<file path="config.mk">
export PLATFORM = sky130hd
export DESIGN_NAME = nnsa_div
export DESIGN_NICKNAME = d
export VERILOG_FILES = /design/src/hdl/nnsa_pkg.sv /design/src/hdl/nnsa_div.sv
export SDC_FILE = /design/constraint.sdc
export NUM_CORES = 2
export LEC_CHECK = 0
export ABC_AREA = 1
export BUFFER_PORTS_ARGS = -buffer_cell sky130_fd_sc_hd__clkbuf_2
export CORE_ASPECT_RATIO = 0.75
export CORE_UTILIZATION = 55
export DETAILED_ROUTE_END_ITERATION = 12
export GPL_TIMING_DRIVEN = 0
export PLACE_DENSITY = 0.71
export SLEW_MARGIN = 5
export SYNTH_ARGS = -nofsm -noshare
export SYNTH_HDL_FRONTEND = slang
export SYNTH_SLANG_ARGS = --single-unit
export TNS_END_PERCENT = 30
</file>
<file path="constraint.sdc">
create_clock -name clk -period 3.15 [get_ports clk]
set_input_delay 0.4725 -clock clk [delete_from_list [all_inputs] [get_ports clk]]
set_output_delay 0.4725 -clock clk [all_outputs]
set_load 0.01 [all_outputs]
</file>
<file path="src/hdl/nnsa_pkg.sv">
// ----------------------------------------------------------------------------
// nnsa_pkg
// Shared types and constants for the nearest-neighbor scaling address block.
// ----------------------------------------------------------------------------
`default_nettype none

package nnsa_pkg;

	// Field widths fixed by the interface
	localparam int COORD_W = 12;
	localparam int DIM_W   = 13;
	localparam int PB_W    = 3;
	localparam int BASE_W  = 32;
	localparam int CFG_IW  = 3;
	localparam int CFG_DW  = 32;
	localparam int OUT_AW  = 32;

	// Scaled coordinate: coordinate times dimension
	localparam int NUM_W = COORD_W + DIM_W;
	// Linear pixel index and byte offset
	localparam int LIN_W = 2 * DIM_W + 1;
	localparam int OFF_W = LIN_W + PB_W;

	localparam logic [PB_W-1:0] PB_MIN = PB_W'(3);
	localparam logic [PB_W-1:0] PB_MAX = PB_W'(4);

	// Configuration register indexes
	typedef enum logic [CFG_IW-1:0] {
		REG_SRC_BASE  = 3'd0,
		REG_DST_BASE  = 3'd1,
		REG_SRC_WIDTH = 3'd2,
		REG_SRC_HEIGHT = 3'd3,
		REG_DST_WIDTH = 3'd4,
		REG_DST_HEIGHT = 3'd5,
		REG_SRC_PB    = 3'd6,
		REG_DST_PB    = 3'd7
	} cfg_reg_t;

	// Clamp a pixel byte count to 3 or 4
	function automatic logic [PB_W-1:0] clamp_pb(input logic [PB_W-1:0] v);
		logic [PB_W-1:0] r;
		r = v;
		if (v < PB_MIN)
			r = PB_MIN;
		else if (v > PB_MAX)
			r = PB_MAX;
		return r;
	endfunction

endpackage

`default_nettype wire

</file>
<file path="src/hdl/nnsa_div.sv">
// ----------------------------------------------------------------------------
// nnsa_div
// Pipelined restoring divider, one quotient bit per stage.
// ----------------------------------------------------------------------------
`default_nettype none

module nnsa_div (
	input  wire logic                        clk,
	input  wire logic                        en,
	input  wire logic [nnsa_pkg::NUM_W-1:0]  num,
	input  wire logic [nnsa_pkg::DIM_W-1:0]  den,
	output logic      [nnsa_pkg::NUM_W-1:0]  quo,
	output logic      [nnsa_pkg::DIM_W-1:0]  rem
);
	import nnsa_pkg::*;

	logic [NUM_W-1:0] num_s [NUM_W];
	logic [NUM_W-1:0] quo_s [NUM_W];
	logic [DIM_W-1:0] rem_s [NUM_W];

	// One stage per quotient bit, most significant first
	for (genvar g = 0; g < NUM_W; g++) begin : g_stage
		logic [NUM_W-1:0] num_prev;
		logic [NUM_W-1:0] quo_prev;
		logic [DIM_W-1:0] rem_prev;
		logic [DIM_W:0]   trial;
		logic             ge;

		if (g == 0) begin : g_first
			assign num_prev = num;
			assign quo_prev = '0;
			assign rem_prev = '0;
		end else begin : g_next
			assign num_prev = num_s[g-1];
			assign quo_prev = quo_s[g-1];
			assign rem_prev = rem_s[g-1];
		end

		assign trial = {rem_prev, num_prev[NUM_W-1-g]};
		assign ge    = trial >= {1'b0, den};

		always_ff @(posedge clk) begin
			if (en) begin
				num_s[g] <= num_prev;
				quo_s[g] <= {quo_prev[NUM_W-2:0], ge};
				rem_s[g] <= ge ? DIM_W'(trial - {1'b0, den}) : trial[DIM_W-1:0];
			end
		end
	end

	assign quo = quo_s[NUM_W-1];
	assign rem = rem_s[NUM_W-1];

endmodule

`default_nettype wire

</file>
==> impl.org <==
** Logic synthesis
- Measured against the total synthesized area, the mux share comes to 0%.
- Complex-gate fraction of the synthesized area :: 3.59%
- In this run the mean area of a mapped cell was 9.48 um2.
- Synthesized netlist net count :: 6162
- Async SR Flop Fraction :: 0%
- Of the total synthesized cell area, the portion taken by XOR and XNOR cells is 2.43%.
- EDFF count, synth :: 950
- In this run, synthesis produced a sequential element count of 950.
- Post-synth design cell area :: 54800 um2
- Most instantiated flip-flop cell in the synthesis netlist :: edfxtp_1
- Sequential element share of the synthesized area :: 52.0%
- Of the total synthesized cell area, the portion taken by AND, OR, NAND and NOR gates is 25.1%.
- Yosys Warn Count :: 0
- Cell count after synthesis :: 5784
- By area, the combinational part of the netlist is dominated by simple AND/OR/NAND/NOR gates.
- Unique cell type count in the Yosys netlist :: 34
- Summing the areas of all fa, ha and maj instances in the mapped netlist gives 8.04% of the synthesized area.

** Clock tree
- Hold Buf Count CTS :: 24
- TritonCTS clock tree :: yes
- Number of levels in the clock H-tree :: 3
- Clock tree root buffer cell :: clkbuf_16
- Count of cells resized by post-cts repair :: 0
- Buffers inserted by post-CTS timing repair :: 0
- Counting along the longest clock path gives a buffer depth of 3.
- Counting the buffers created by CTS gives 95.
- After clock tree synthesis, the clock-pin slew on the worst setup and hold paths is 60 ps.
- The clock drives 950 sinks.
- The later pin in the worst-skew pair is clocked with a latency of 700 ps.

** Critical path
- In this run the worst path has a maximum fanout of 30.
- Kind of start point of the critical path :: input pin
- Critical path required time :: 3630 ps
- Critical path endpoint category :: register
- The worst setup path is of the in -> reg kind.
- For the worst setup path, the data arrival time is 3110 ps.

** Placement
- The congestion estimate from routability-driven global placement came to 0.898.
- Port buffering added 77 buffers.
- Prior to clock tree synthesis, the placed netlist has a worst setup slack of -170 ps.
- The wire-length estimate of the detail-placed layout is 84400 um.

** STA
- Headroom to the max-slew limit came out at 20.8%.
- Shortest clock period the worst path allows after layout :: 2630 ps
- Slew at the pin closest to its max-slew limit :: 1190 ps
- For this run, the top clock speed supported by timing is 0.381 GHz.
- On the final layout, the worst clock skew is 22.3 ps.
- Number of max-slew violations in the final report :: 0
- Dividing the final minimum period by the clock period gives 83.4%.
- RSZ-0062 raised after global routing :: no
- The number of hold violations in the final report is 0.
- Once routing completed, OpenROAD measured the worst setup slack at 523 ps.
- Hold_ws :: 124 ps
- Setup violations remaining at the end of the flow were counted as 0.

** Drt
- Total number of vias :: 38291
- Number of iterations in the first detailed-routing pass :: 8
- Drt initial violations :: 3620
- Number of routed nets with antenna violations :: 0
- DRC violation count after routing :: 0
- Post-detailed-route via-to-cell ratio :: 5.18
- In the final routed layout, each cell accounts on average for 16.0 um.
- Overall routed net length :: 118000 um

** Layout
- In the final layout, the share of cells above drive strength 1 is 13.5%.
- Summing all flip-flop and latch instances after layout gives 28500 um2.
- Area grow syn2layout :: 10.9%
- Fillers :: 8109
- The net count of the finished layout is 6381.
- 0 antenna diodes ended up in the layout.
- In the final layout, the multi-input gates occupy 21400 um2.

** Power and ir drop
- Combinational logic burns 44.9% of the power.
- Switching power summed over all nets :: 22.7 mW
- In this run the power density over the cells is 929 nW/um2.
- Internal power :: 33.8 mW
- Switching part of the total power :: 40.1%
- Flop pwr share :: 34.4%
- Leakage Power :: 28.6 nW
- Share of power burned in the clock network :: 20.7%
- VDD sags by at most 0.538 mV.
- Summing internal, switching and leakage power gives 56.5 mW.

** Global routing
- The initial antenna violation count was 1.
- All-layer global routing usage :: 23.4%
- Entering global routing, the biggest net connects 124 pins.
- GR Overflow Total :: 0
- Vias in the first global route :: 35058
- Global-route wire length before repair :: 187000 um

** Min path
- The worst hold path belongs to the class in -> reg.

** Floorplan
- Die X :: 367 um
- The die covers 101000 um2.
- For this configuration, the core starts out at a cell density of 56.0%.
- Core Region :: 98000 um2
- The floorplan step set the die height to 275 um.
- In this run the count of I/O pins placed on the die edge is 78.
- Count of standard-cell rows :: 99

** Status
- Run status :: finished clean

** Job
- Number of max-capacitance violations reported :: 0
==> stage by stage <==
stage	TNS [ps]	instance area [um2]	utilization (%)	cells
floorplan	0	54800	-	5784
global placement	-	56900	58.0	7174
detailed placement	-33730	57400	58.6	7195
CTS	0	60800	62.1	7391
global route	0	60800	62.1	7391
finish	0	60800	62.1	7391
==> synth_stat cells, types with 27 or more instances <==
library cell	number	share of area, %
nand2_2	110	1.3
nor2_2	54	0.62
edfxtp_1	950	52
nand4_1	266	3.0
nand2_1	1818	12
a21oi_1	89	0.81
nor2_1	178	1.2
o21ai_1	82	0.75
nor2_4	33	0.68
buf_6	31	0.64
nand3_4	27	0.86
o21ai_2	79	1.3
xor2_1	128	2.0
inv_1	1051	7.2
inv_2	48	0.33
nand3_1	279	2.5
nand3_2	111	2.0
ha_1	314	7.2
==> worst max-delay path, cell delays in order <==
cell and delay, ps:
clkbuf_2 90, inv_2 820, ha_1 460, nand2_1 120, nand2_1 60, nand2_1 90, nand3_1 150, nand2_2 180
nand3_2 150, buf_6 180, o21ai_1 280
==> final timing paths <==
path / start / end / slack (ps) / cells after the start
max: den[3] / rem_s[0][81] / 520 / 11
min reg2reg: num_s[0][110] / num_s[0][135] / 400 / 0
max reg2reg: rem_s[0][69] / rem_s[0][81] / 860 / 9
min: num[24] / rem_s[0][0] / 120 / 3
==> state kept, by name (all words and copies together), names as in the netlist <==
register,cells
num_s,300
quo_s,325
rem_s,325
==> kinds of logic after synthesis <==
family | count (synthesis)
AND/OR/NAND/NOR | 2899
buffers and inverters | 1165
flip-flops | 950
adder cells (fa/ha/maj) | 338
AO/OA/AOI/OAI | 280
XOR/XNOR | 152
==> metal layers <==
| layer | track usage, % | vias up | share of wire (%) |
|---|---|---|---|
| li1 | - | 19430 | - |
| met2 | 33.9 | 1109 | 41 |
| met4 | 5.05 | 0 | 2.0 |
| met3 | 4.01 | 176 | 7.1 |
| met5 | 0 | - | 0 |
| met1 | 36.6 | 17576 | 50 |
==> area by class of cell <==
type,instances,area share [%]
clock buffer,109,4.10
sequential,950,46.9
multi-input combinational,3669,35.3
tap,1313,2.70
clock inverter,63,1.18
timing repair buffer,122,1.86
buffer,66,1.22
inverter,1099,6.78
==> power groups by stage <==
stage	clock, mW	sequential (mW)	combinational, mW
after detailed placement	0	19.7	24.9
after CTS	12.0	19.4	25.1
after global routing	12.5	19.7	28.7
after floorplan	0	19.0	19.7
after global placement	0	20.1	24.4
final	11.7	19.4	25.4
==> placed cells by master (no fill, tap or decap), types with 8 or more instances in the layout <==
| cell | count |
|---|---|
| clkbuf_1 | 11 |
| o21ai_2 | 79 |
| nor2_4 | 33 |
| nand3_4 | 27 |
| nor2_2 | 54 |
| bufinv_16 | 12 |
| inv_2 | 59 |
| a21oi_4 | 23 |
| buf_6 | 31 |
| clkinv_1 | 16 |
| nand2_1 | 1818 |
| clkbuf_16 | 98 |
| inv_1 | 1040 |
| clkinvlp_4 | 8 |
| buf_16 | 10 |
| clkinv_2 | 11 |
| nand2_2 | 110 |
| nor2_1 | 178 |
| ha_1 | 314 |
| dlygate4sd3_1 | 24 |
| nand3_1 | 279 |
| nand2_4 | 8 |
| fa_1 | 24 |
| a21oi_1 | 89 |
| nand3_2 | 111 |
| xnor2_1 | 24 |
| buf_2 | 12 |
| xor2_1 | 128 |
| inv_6 | 10 |
| buf_12 | 17 |
| o21ai_1 | 82 |
| nand4_1 | 266 |
| clkbuf_2 | 75 |
| edfxtp_1 | 950 |
| buf_8 | 11 |
Power figures use the tool's default switching activity.
