--- config.mk ---
export PLATFORM = sky130hd
export DESIGN_NAME = nnsa_round
export DESIGN_NICKNAME = d
export VERILOG_FILES = /design/src/hdl/nnsa_pkg.sv /design/src/hdl/nnsa_round.sv
export SDC_FILE = /design/constraint.sdc
export NUM_CORES = 1
export LEC_CHECK = 0
export BUFFER_PORTS_ARGS = -buffer_cell sky130_fd_sc_hd__buf_4
export CAP_MARGIN = 20
export CORE_ASPECT_RATIO = 1.2
export CORE_MARGIN = 1.5
export CORE_UTILIZATION = 35
export DETAILED_ROUTE_END_ITERATION = 10
export PLACE_DENSITY = 0.73
export SYNTH_ARGS = -nofsm -noshare
export SYNTH_HDL_FRONTEND = slang
export SYNTH_SLANG_ARGS = --single-unit
--- constraint.sdc ---
create_clock -name vclk -period 6.09
set_input_delay 1.218 -clock vclk [all_inputs]
set_output_delay 1.218 -clock vclk [all_outputs]
set_load 0.01 [all_outputs]
--- src/hdl/nnsa_pkg.sv ---
// ----------------------------------------------------------------------------
// nnsa_pkg
// Shared types and constants for the nearest-neighbor scaling address block.
// ----------------------------------------------------------------------------
`default_nettype none

package nnsa_pkg;

	// Field widths fixed by the interface
	localparam int COORD_W = 12;
	localparam int DIM_W   = 13;
	localparam int PB_W    = 3;
	localparam int BASE_W  = 32;
	localparam int CFG_IW  = 3;
	localparam int CFG_DW  = 32;
	localparam int OUT_AW  = 32;

	// Scaled coordinate: coordinate times dimension
	localparam int NUM_W = COORD_W + DIM_W;
	// Linear pixel index and byte offset
	localparam int LIN_W = 2 * DIM_W + 1;
	localparam int OFF_W = LIN_W + PB_W;

	localparam logic [PB_W-1:0] PB_MIN = PB_W'(3);
	localparam logic [PB_W-1:0] PB_MAX = PB_W'(4);

	// Configuration register indexes
	typedef enum logic [CFG_IW-1:0] {
		REG_SRC_BASE  = 3'd0,
		REG_DST_BASE  = 3'd1,
		REG_SRC_WIDTH = 3'd2,
		REG_SRC_HEIGHT = 3'd3,
		REG_DST_WIDTH = 3'd4,
		REG_DST_HEIGHT = 3'd5,
		REG_SRC_PB    = 3'd6,
		REG_DST_PB    = 3'd7
	} cfg_reg_t;

	// Clamp a pixel byte count to 3 or 4
	function automatic logic [PB_W-1:0] clamp_pb(input logic [PB_W-1:0] v);
		logic [PB_W-1:0] r;
		r = v;
		if (v < PB_MIN)
			r = PB_MIN;
		else if (v > PB_MAX)
			r = PB_MAX;
		return r;
	endfunction

endpackage

`default_nettype wire

--- src/hdl/nnsa_round.sv ---
// ----------------------------------------------------------------------------
// nnsa_round
// Rounds a quotient up when the remainder exceeds half the divisor, then
// clamps it to the last source index.
// ----------------------------------------------------------------------------
`default_nettype none

module nnsa_round (
	input  wire logic [nnsa_pkg::NUM_W-1:0] quo,
	input  wire logic [nnsa_pkg::DIM_W-1:0] rem,
	input  wire logic [nnsa_pkg::DIM_W-1:0] den,
	input  wire logic [nnsa_pkg::DIM_W-1:0] lim,
	output logic      [nnsa_pkg::DIM_W-1:0] idx
);
	import nnsa_pkg::*;

	logic [NUM_W:0] q_up;

	// Round on a strict half, then clamp to lim - 1
	always_comb begin
		q_up = {1'b0, quo} + ((({rem, 1'b0}) > {1'b0, den}) ? (NUM_W+1)'(1) : '0);
		if (q_up >= (NUM_W+1)'(lim))
			idx = lim - DIM_W'(1);
		else
			idx = q_up[DIM_W-1:0];
	end

endmodule

`default_nettype wire

==> results.yml, run 1 <==
outcome:
  status: "complete, but fails checks"
  violations: "setup timing"
synth:
  ys_types: 49
  synthAdderAreaFrac: 0.219
  muxShareOfSynthArea: 0.115
  yosysWarnings: 0
  synth_common_cells: "inv_1 (29), ha_1 (28), nand2_1 (16)"
  synth_seq_area_share: 0
  syn_area_um2: 1600
  synth_xor_area_frac: 0.121
  synth_nets: 300
  avgSynthCellArea_um2: 7.68
  synth_compound_area_frac: 0.171
  synth_top_cell_area_share: 0.219
  synthCells: 208
  synth_top_family_by_area: "simple AND/OR/NAND/NOR gates"
  synth_most_common_cell: "inv_1"
  yosys.area_share.simple: 0.277
  synth_area_leader_cell: "ha_1"
  synth_area_leaders: "ha_1 (22%), xnor2_1 (7.7%), mux2_4 (7.5%)"
critical_path:
  cp_slowest_cell: "mux2_4"
  crit_type: "in2out"
  worstSetupEndpointType: "primary output"
  crit_path_max_incr_delay_ns: 0.30
  cp-start-kind: "input pin"
  required_ns: 4.87
  cp_max_fo: 6
  cp_common_cell: "a21o_1"
  cp.arrival_ns: 5.13
cells_and_area:
  final-seq-area_um2: 0
  antenna_cells: 0
  fin_util: 0.598
  seq_cells: 0
  clock_buffers: 0
  finalNetCount: 400
  final_cell_count_no_fill: 362
  drive_gt1_frac: 0.451
  syn_to_final_growth_pct: 61.9
floorplan:
  rows: 26
  die_area_um2: 4980
  start_util: 0.369
  die_h_um: 77.0
  ioPinCount: 77
  fp.coreArea_um2: 4330
  die_width_um: 64.7
grt:
  grtUsageTotal: 0.175
  grt_pass1_wl_mm: 7.43
  grt_max_degree: 14
  globalRouteOverflowTotal: 0
  antenna_found_initial: 0
  grt_pass1_vias: 1748
job:
  max_cap_viol_count: 0
routing:
  wl_mm: 4.53
  avgViaCountPerCell: 5.06
  ant_nets: 0
  wl_per_cell_um: 12.5
  dr.pass1.iters: 4
  drc: 0
  vias: 1831
  drt_iter0_markers: 50
pwr:
  p_leak_nw: 1.28
  ir_drop_uv: 27.8
  power_density_nw_per_um2: 62.2
sta:
  hold_viol: 0
  holdWs_ns: 2.77
  relSlewSlack: 0.740
  min_period_over_period: 1.04
  fmax_mhz: 157
  worst_pin_slew_ns: 0.387
  rsz0062_at_grt: "true"
  setup_violations: 13
  setup_tns_ns: -3.18
  period_minus_slack_ns: 6.35
  fin_ws_ns: -0.262
  finalMaxSlewViolations: 0
placed_design:
  port_buffers: 77
  dp_hpwl_mm: 3.87
  globalplace.congestion: 0.779
  dp_cells: 356
hold_path:
  hp-class: "in2out"
clock_tree:
  hold_buffers: 0
## layout make-up
class / instances / area (µm²)
fill: 386 / 1740
multi-input combinational: 175 / 1550
timing repair buffer: 102 / 848
inverter: 29 / 121
tap: 56 / 70.1
## kinds of logic after synthesis
kind of cell	Yosys count
XOR/XNOR	22
multiplexers	14
AO/OA/AOI/OAI	38
adder cells (fa/ha/maj)	28
AND/OR/NAND/NOR	73
buffers and inverters	33
## repair_timing
action                                  4_1_cts  5_1_grt
setup buffers                                 1        4
endpoints found under the hold margin         0        0
gates cloned                                  0        1
endpoints found under the setup margin       13       13
pin swaps                                     1       15
resized for setup                             0       26
## worst max-delay path, delay by kind of cell
family / cells / cell delay [ns]
AOI/OAI and AO/OA: 10 / 1.47
adders and majority gates: 4 / 0.85
buffers and inverters: 5 / 0.58
and+or+nand+nor: 5 / 0.56
muxes: 1 / 0.30
xor gates and xnor gates: 1 / 0.15
## through the flow
step	area (µm²)	setup slack (ns)	power [mW]
final	2590	-0.262	0.161
after global routing	2590	-0.477	0.179
after CTS	2420	-0.340	0.148
after detailed placement	2420	-0.483	0.147
after global placement	2420	-0.376	0.146
after floorplan	1660	-0.0565	0.0728
## placed cells by master, fill, tap and decap left out, drive strengths merged, types with 10 or more instances in the layout
cell   synthesis  layout
buf            4     101
inv           29      29
ha            28      28
nand2         17      17
xnor2         14      14
mux2          11      11
nand3         10      10
nor2          10      10
## metal layers
metal | global-route usage | part of all wire
met5 | 0 | 0
met4 | 0.0149 | 0.0080
met3 | 0.0103 | 0.040
met2 | 0.333 | 0.51
met1 | 0.219 | 0.44
## power breakdown
group	internal (mW)	switching [mW]
Clock	0	0
Combinational	0.0907	0.0703
Sequential	0	0
## final timing paths
| kind | cells after the start | startpoint | end | slack [ns] |
|---|---|---|---|---|
| setup / recovery | 26 | den[2] | idx[4] | -0.26 |
| hold / removal | 3 | lim[0] | idx[0] | 2.77 |
Power figures use the tool's default switching activity.
==> run 2: changes to the inputs <==
--- a/config.mk
+++ b/config.mk
@@ -5,7 +5,7 @@
 export SDC_FILE = /design/constraint.sdc
 export NUM_CORES = 1
 export LEC_CHECK = 0
-export BUFFER_PORTS_ARGS = -buffer_cell sky130_fd_sc_hd__buf_4
+export BUFFER_PORTS_ARGS = -buffer_cell sky130_fd_sc_hd__buf_2
 export CAP_MARGIN = 20
 export CORE_ASPECT_RATIO = 1.2
 export CORE_MARGIN = 1.5
==> results.yml, run 2 (synthesis gave the netlist of run 1 again) <==
sta:
  min_period_over_period: 1.06
  period_minus_slack_ns: 6.45
  rsz0062_at_grt: "true"
  fmax_mhz: 155
  hold_viol: 0
  setup_violations: 13
  holdWs_ns: 2.80
  finalMaxSlewViolations: 0
  worst_pin_slew_ns: 0.433
  relSlewSlack: 0.710
  fin_ws_ns: -0.356
  setup_tns_ns: -4.14
floorplan:
  ioPinCount: 77
  rows: 26
  die_width_um: 64.7
  start_util: 0.369
  die_h_um: 77.0
  fp.coreArea_um2: 4330
  die_area_um2: 4980
routing:
  ant_nets: 0
  route.met3.wl_um: 208
  avgViaCountPerCell: 5.09
  highest_layer: "met4"
  wl_per_cell_um: 12.8
  drc: 0
  wl_met1_mm: 1.92
  vias: 1836
  met2WireLength_mm: 2.47
  dr.pass1.iters: 4
  wl_mm: 4.63
  drt_iter0_markers: 58
cells_and_area:
  drive_gt1_frac: 0.459
  seq_cells: 0
  final-seq-area_um2: 0
  antenna_cells: 0
  finalNetCount: 399
  mostFrequentLayoutCells: "buf_2 (65), inv_1 (28), ha_1 (25)"
  syn_to_final_growth_pct: 51.9
  clock_buffers: 0
  final_common_cell: "buf_2"
  fin_util: 0.561
  final_cell_count_no_fill: 361
critical_path:
  cp.arrival_ns: 5.23
  worstSetupEndpointType: "primary output"
  crit_path_max_incr_delay_ns: 0.30
  cp_slowest_cell: "mux2_4"
  required_ns: 4.87
  cp-start-kind: "input pin"
  crit_type: "in2out"
  cp_common_cell: "a21o_1"
  cp_max_fo: 6
placed_design:
  dp_cells: 356
  dp_hpwl_mm: 3.83
  port_buffers: 77
  globalplace.congestion: 0.863
grt:
  globalRouteOverflowTotal: 0
  grtUsageTotal: 0.184
  grt_pass1_wl_mm: 7.70
  grt_max_degree: 10
  grt_pass1_vias: 1835
  antenna_found_initial: 0
pwr:
  intPower_uw: 78.2
  pwr-share-seq: 0
  swShare: 0.477
  comb_power_share: 1.000
  ir_drop_uv: 25.7
  power_density_nw_per_um2: 61.6
  p_leak_nw: 1.23
  p_total_uw: 150
  power_switching_uw: 71.4
  power_frac_clock: 0
outcome:
  status: "complete, but fails checks"
  violations: "setup timing"
clock_tree:
  hold_buffers: 0
job:
  max_cap_viol_count: 0
hold_path:
  hp-class: "in2out"
## run 2: worst paths after layout
kind | start | endpoint | slack (ns) | cells past startpoint
max | den[2] | idx[8] | -0.36 | 26
min | lim[0] | idx[0] | 2.80 | 3
## run 2: worst max-delay path, delay by kind of cell
family                     cells  cell delay, ns
AOI/OAI and AO/OA              9            1.39
adders and majority gates      4            0.83
buffers and inverters          6            0.73
and+or+nand+nor                5            0.53
muxes                          1            0.30
xor gates and xnor gates       1            0.24
## run 2: power groups by stage
stage	sequential, mW	clock [mW]	combinational (mW)
3_5_place_dp	0	0	0.133
2_1_floorplan	0	0	0.0728
6_report	0	0	0.150
5_1_grt	0	0	0.166
4_1_cts	0	0	0.145
3_3_place_gp	0	0	0.130
## run 2: final cells by class
class,count,area [µm²]
fillers,388,1900
well taps,56,70.1
inverters,29,121
multi-input cells,175,1570
repair buffers,101,671
## run 2: per-stage QoR
| step | cell area, µm² | setup WS [ns] |
|---|---|---|
| 2_1_floorplan | 1660 | -0.0565 |
| 4_1_cts | 2400 | -0.342 |
| 3_3_place_gp | 2220 | -0.426 |
| 3_5_place_dp | 2220 | -0.521 |
| 6_report | 2430 | -0.356 |
| 5_1_grt | 2430 | -0.576 |
## run 2: what timing repair did
| action | 4_1_cts | 5_1_grt |
|---|---|---|
| setup endpoints to repair | 13 | 13 |
| endpoints found under the hold margin | 0 | 0 |
| pin swaps | 10 | 2 |
| cloned | 1 | 0 |
| gates resized for setup | 24 | 8 |
| setup buffers | 2 | 3 |
## run 2: routing by layer
layer,vias up,track usage
li1,952,-
met5,-,0
met2,53,0.376
met1,826,0.216
met3,5,0.00880
met4,0,0.00638
==> run 3: changes to the inputs <==
--- a/config.mk
+++ b/config.mk
@@ -11,7 +11,9 @@
 export CORE_MARGIN = 1.5
 export CORE_UTILIZATION = 35
 export DETAILED_ROUTE_END_ITERATION = 10
+export GPL_TIMING_DRIVEN = 0
 export PLACE_DENSITY = 0.73
+export SETUP_SLACK_MARGIN = 0.05
 export SYNTH_ARGS = -nofsm -noshare
 export SYNTH_HDL_FRONTEND = slang
 export SYNTH_SLANG_ARGS = --single-unit
==> results.yml, run 3 (synthesis gave the netlist of run 1 again) <==
outcome:
  status: "complete, but fails checks"
  violations: "setup timing"
critical_path:
  crit_path_max_incr_delay_ns: 0.32
  required_ns: 4.87
  cp_slowest_cell: "nor4_4"
  cp.arrival_ns: 5.27
  crit_type: "in2out"
  cp_max_fo: 5
  cp-start-kind: "input pin"
  cp_num_buf_inv: 6
  crit_family: "compound AO/OA/AOI/OAI gates"
  cp_common_cell: "a21o_1"
  worstSetupEndpointType: "primary output"
sta:
  hold_viol: 0
  min_period_over_period: 1.06
  worst_pin_slew_ns: 0.664
  setup_tns_ns: -4.43
  period_minus_slack_ns: 6.49
  fin_ws_ns: -0.396
  finalMaxSlewViolations: 0
  relSlewSlack: 0.553
  fmax_mhz: 154
  setup_violations: 13
  rsz0062_at_grt: "true"
floorplan:
  die_area_um2: 4980
  ioPinCount: 77
  die_h_um: 77.0
  fp.coreArea_um2: 4330
  die_width_um: 64.7
  start_util: 0.369
  rows: 26
placed_design:
  dp_hpwl_mm: 3.62
  pre_cts_ws_ns: -0.748
  port_buffers: 75
  globalplace.congestion: 0.798
grt:
  grt_max_degree: 10
  antenna_found_initial: 0
  grt_pass1_wl_mm: 7.49
  globalRouteOverflowTotal: 0
  grt_pass1_vias: 1784
  grtUsageTotal: 0.176
pwr:
  p_leak_nw: 1.19
  power_density_nw_per_um2: 59.3
  ir_drop_uv: 25.7
cells_and_area:
  mostFrequentLayoutCells: "buf_2 (63), inv_1 (28), ha_1 (25)"
  drive_gt1_frac: 0.453
  antenna_cells: 0
  final-seq-area_um2: 0
  seq_cells: 0
  syn_to_final_growth_pct: 50.4
  final_common_cell: "buf_2"
  clock_buffers: 0
  finalNetCount: 390
  num-fill-cells: 402
  multi_input_area_um2: 1590
routing:
  wl_per_cell_um: 12.7
  drt_iter0_markers: 56
  avgViaCountPerCell: 5.19
  vias: 1826
  ant_nets: 0
  dr.pass1.iters: 4
  drc: 0
  wl_mm: 4.48
job:
  max_cap_viol_count: 0
clock_tree:
  hold_buffers: 0
hold_path:
  hp-class: "in2out"
==> run 3: changes by cell type in the layout (fill, tap and decap cells not counted), moves of 2 or more <==
cell   change
buf_4     -10
buf_2      -2
buf_6      +2
buf_8      +2
==> run 3: worst min-delay path: stages <==
cell and delay, ns:
buf_2 0.15, mux2i_1 0.08, buf_2 0.14
==> run 3: metal layers <==
layer  track usage  up-vias  share of wire
met3       0.00880        6          0.047
met2         0.352       60           0.52
met1         0.204      825           0.42
met5             0        -              0
met4        0.0255        0          0.012
li1              -      935              -
==> run 3: metrics by stage <==
step | hold slack [ns] | util | instances | instance area (µm²) | total power [mW]
3_5_place_dp | 2.80 | 0.486 | 339 | 2100 | 0.122
3_3_place_gp | 2.80 | 0.486 | 339 | 2100 | 0.119
6_report | 2.80 | 0.555 | 352 | 2400 | 0.142
4_1_cts | 2.80 | 0.539 | 348 | 2330 | 0.136
2_1_floorplan | 2.52 | - | 208 | 1660 | 0.0728
5_1_grt | 2.83 | 0.555 | 352 | 2400 | 0.158
==> run 3: area by class of cell <==
cell class	instances	area share
inverter	29	0.0505
timing repair buffer	88	0.239
buffer	4	0.0188
tap	56	0.0292
multi-input combinational	175	0.663
==> run 3: final timing paths <==
path	start	end	slack [ns]	cells after the start
hold / removal	lim[0]	idx[0]	2.80	3
setup / recovery	den[2]	idx[10]	-0.40	25
==> run 3: report_power, final <==
group	internal, mW	leakage, nW	switching, mW	total (mW)
logic	0.0727	1.19	0.0697	0.142
clock network	0	0	0	0
registers	0	0	0	0
total	0.0727	1.19	0.0697	0.142
==> run 3: repair_timing <==
item,4_1_cts,5_1_grt
pin swaps,18,16
gates cloned,1,0
resized for setup,26,10
setup endpoints to repair,13,13
setup buffers,8,5
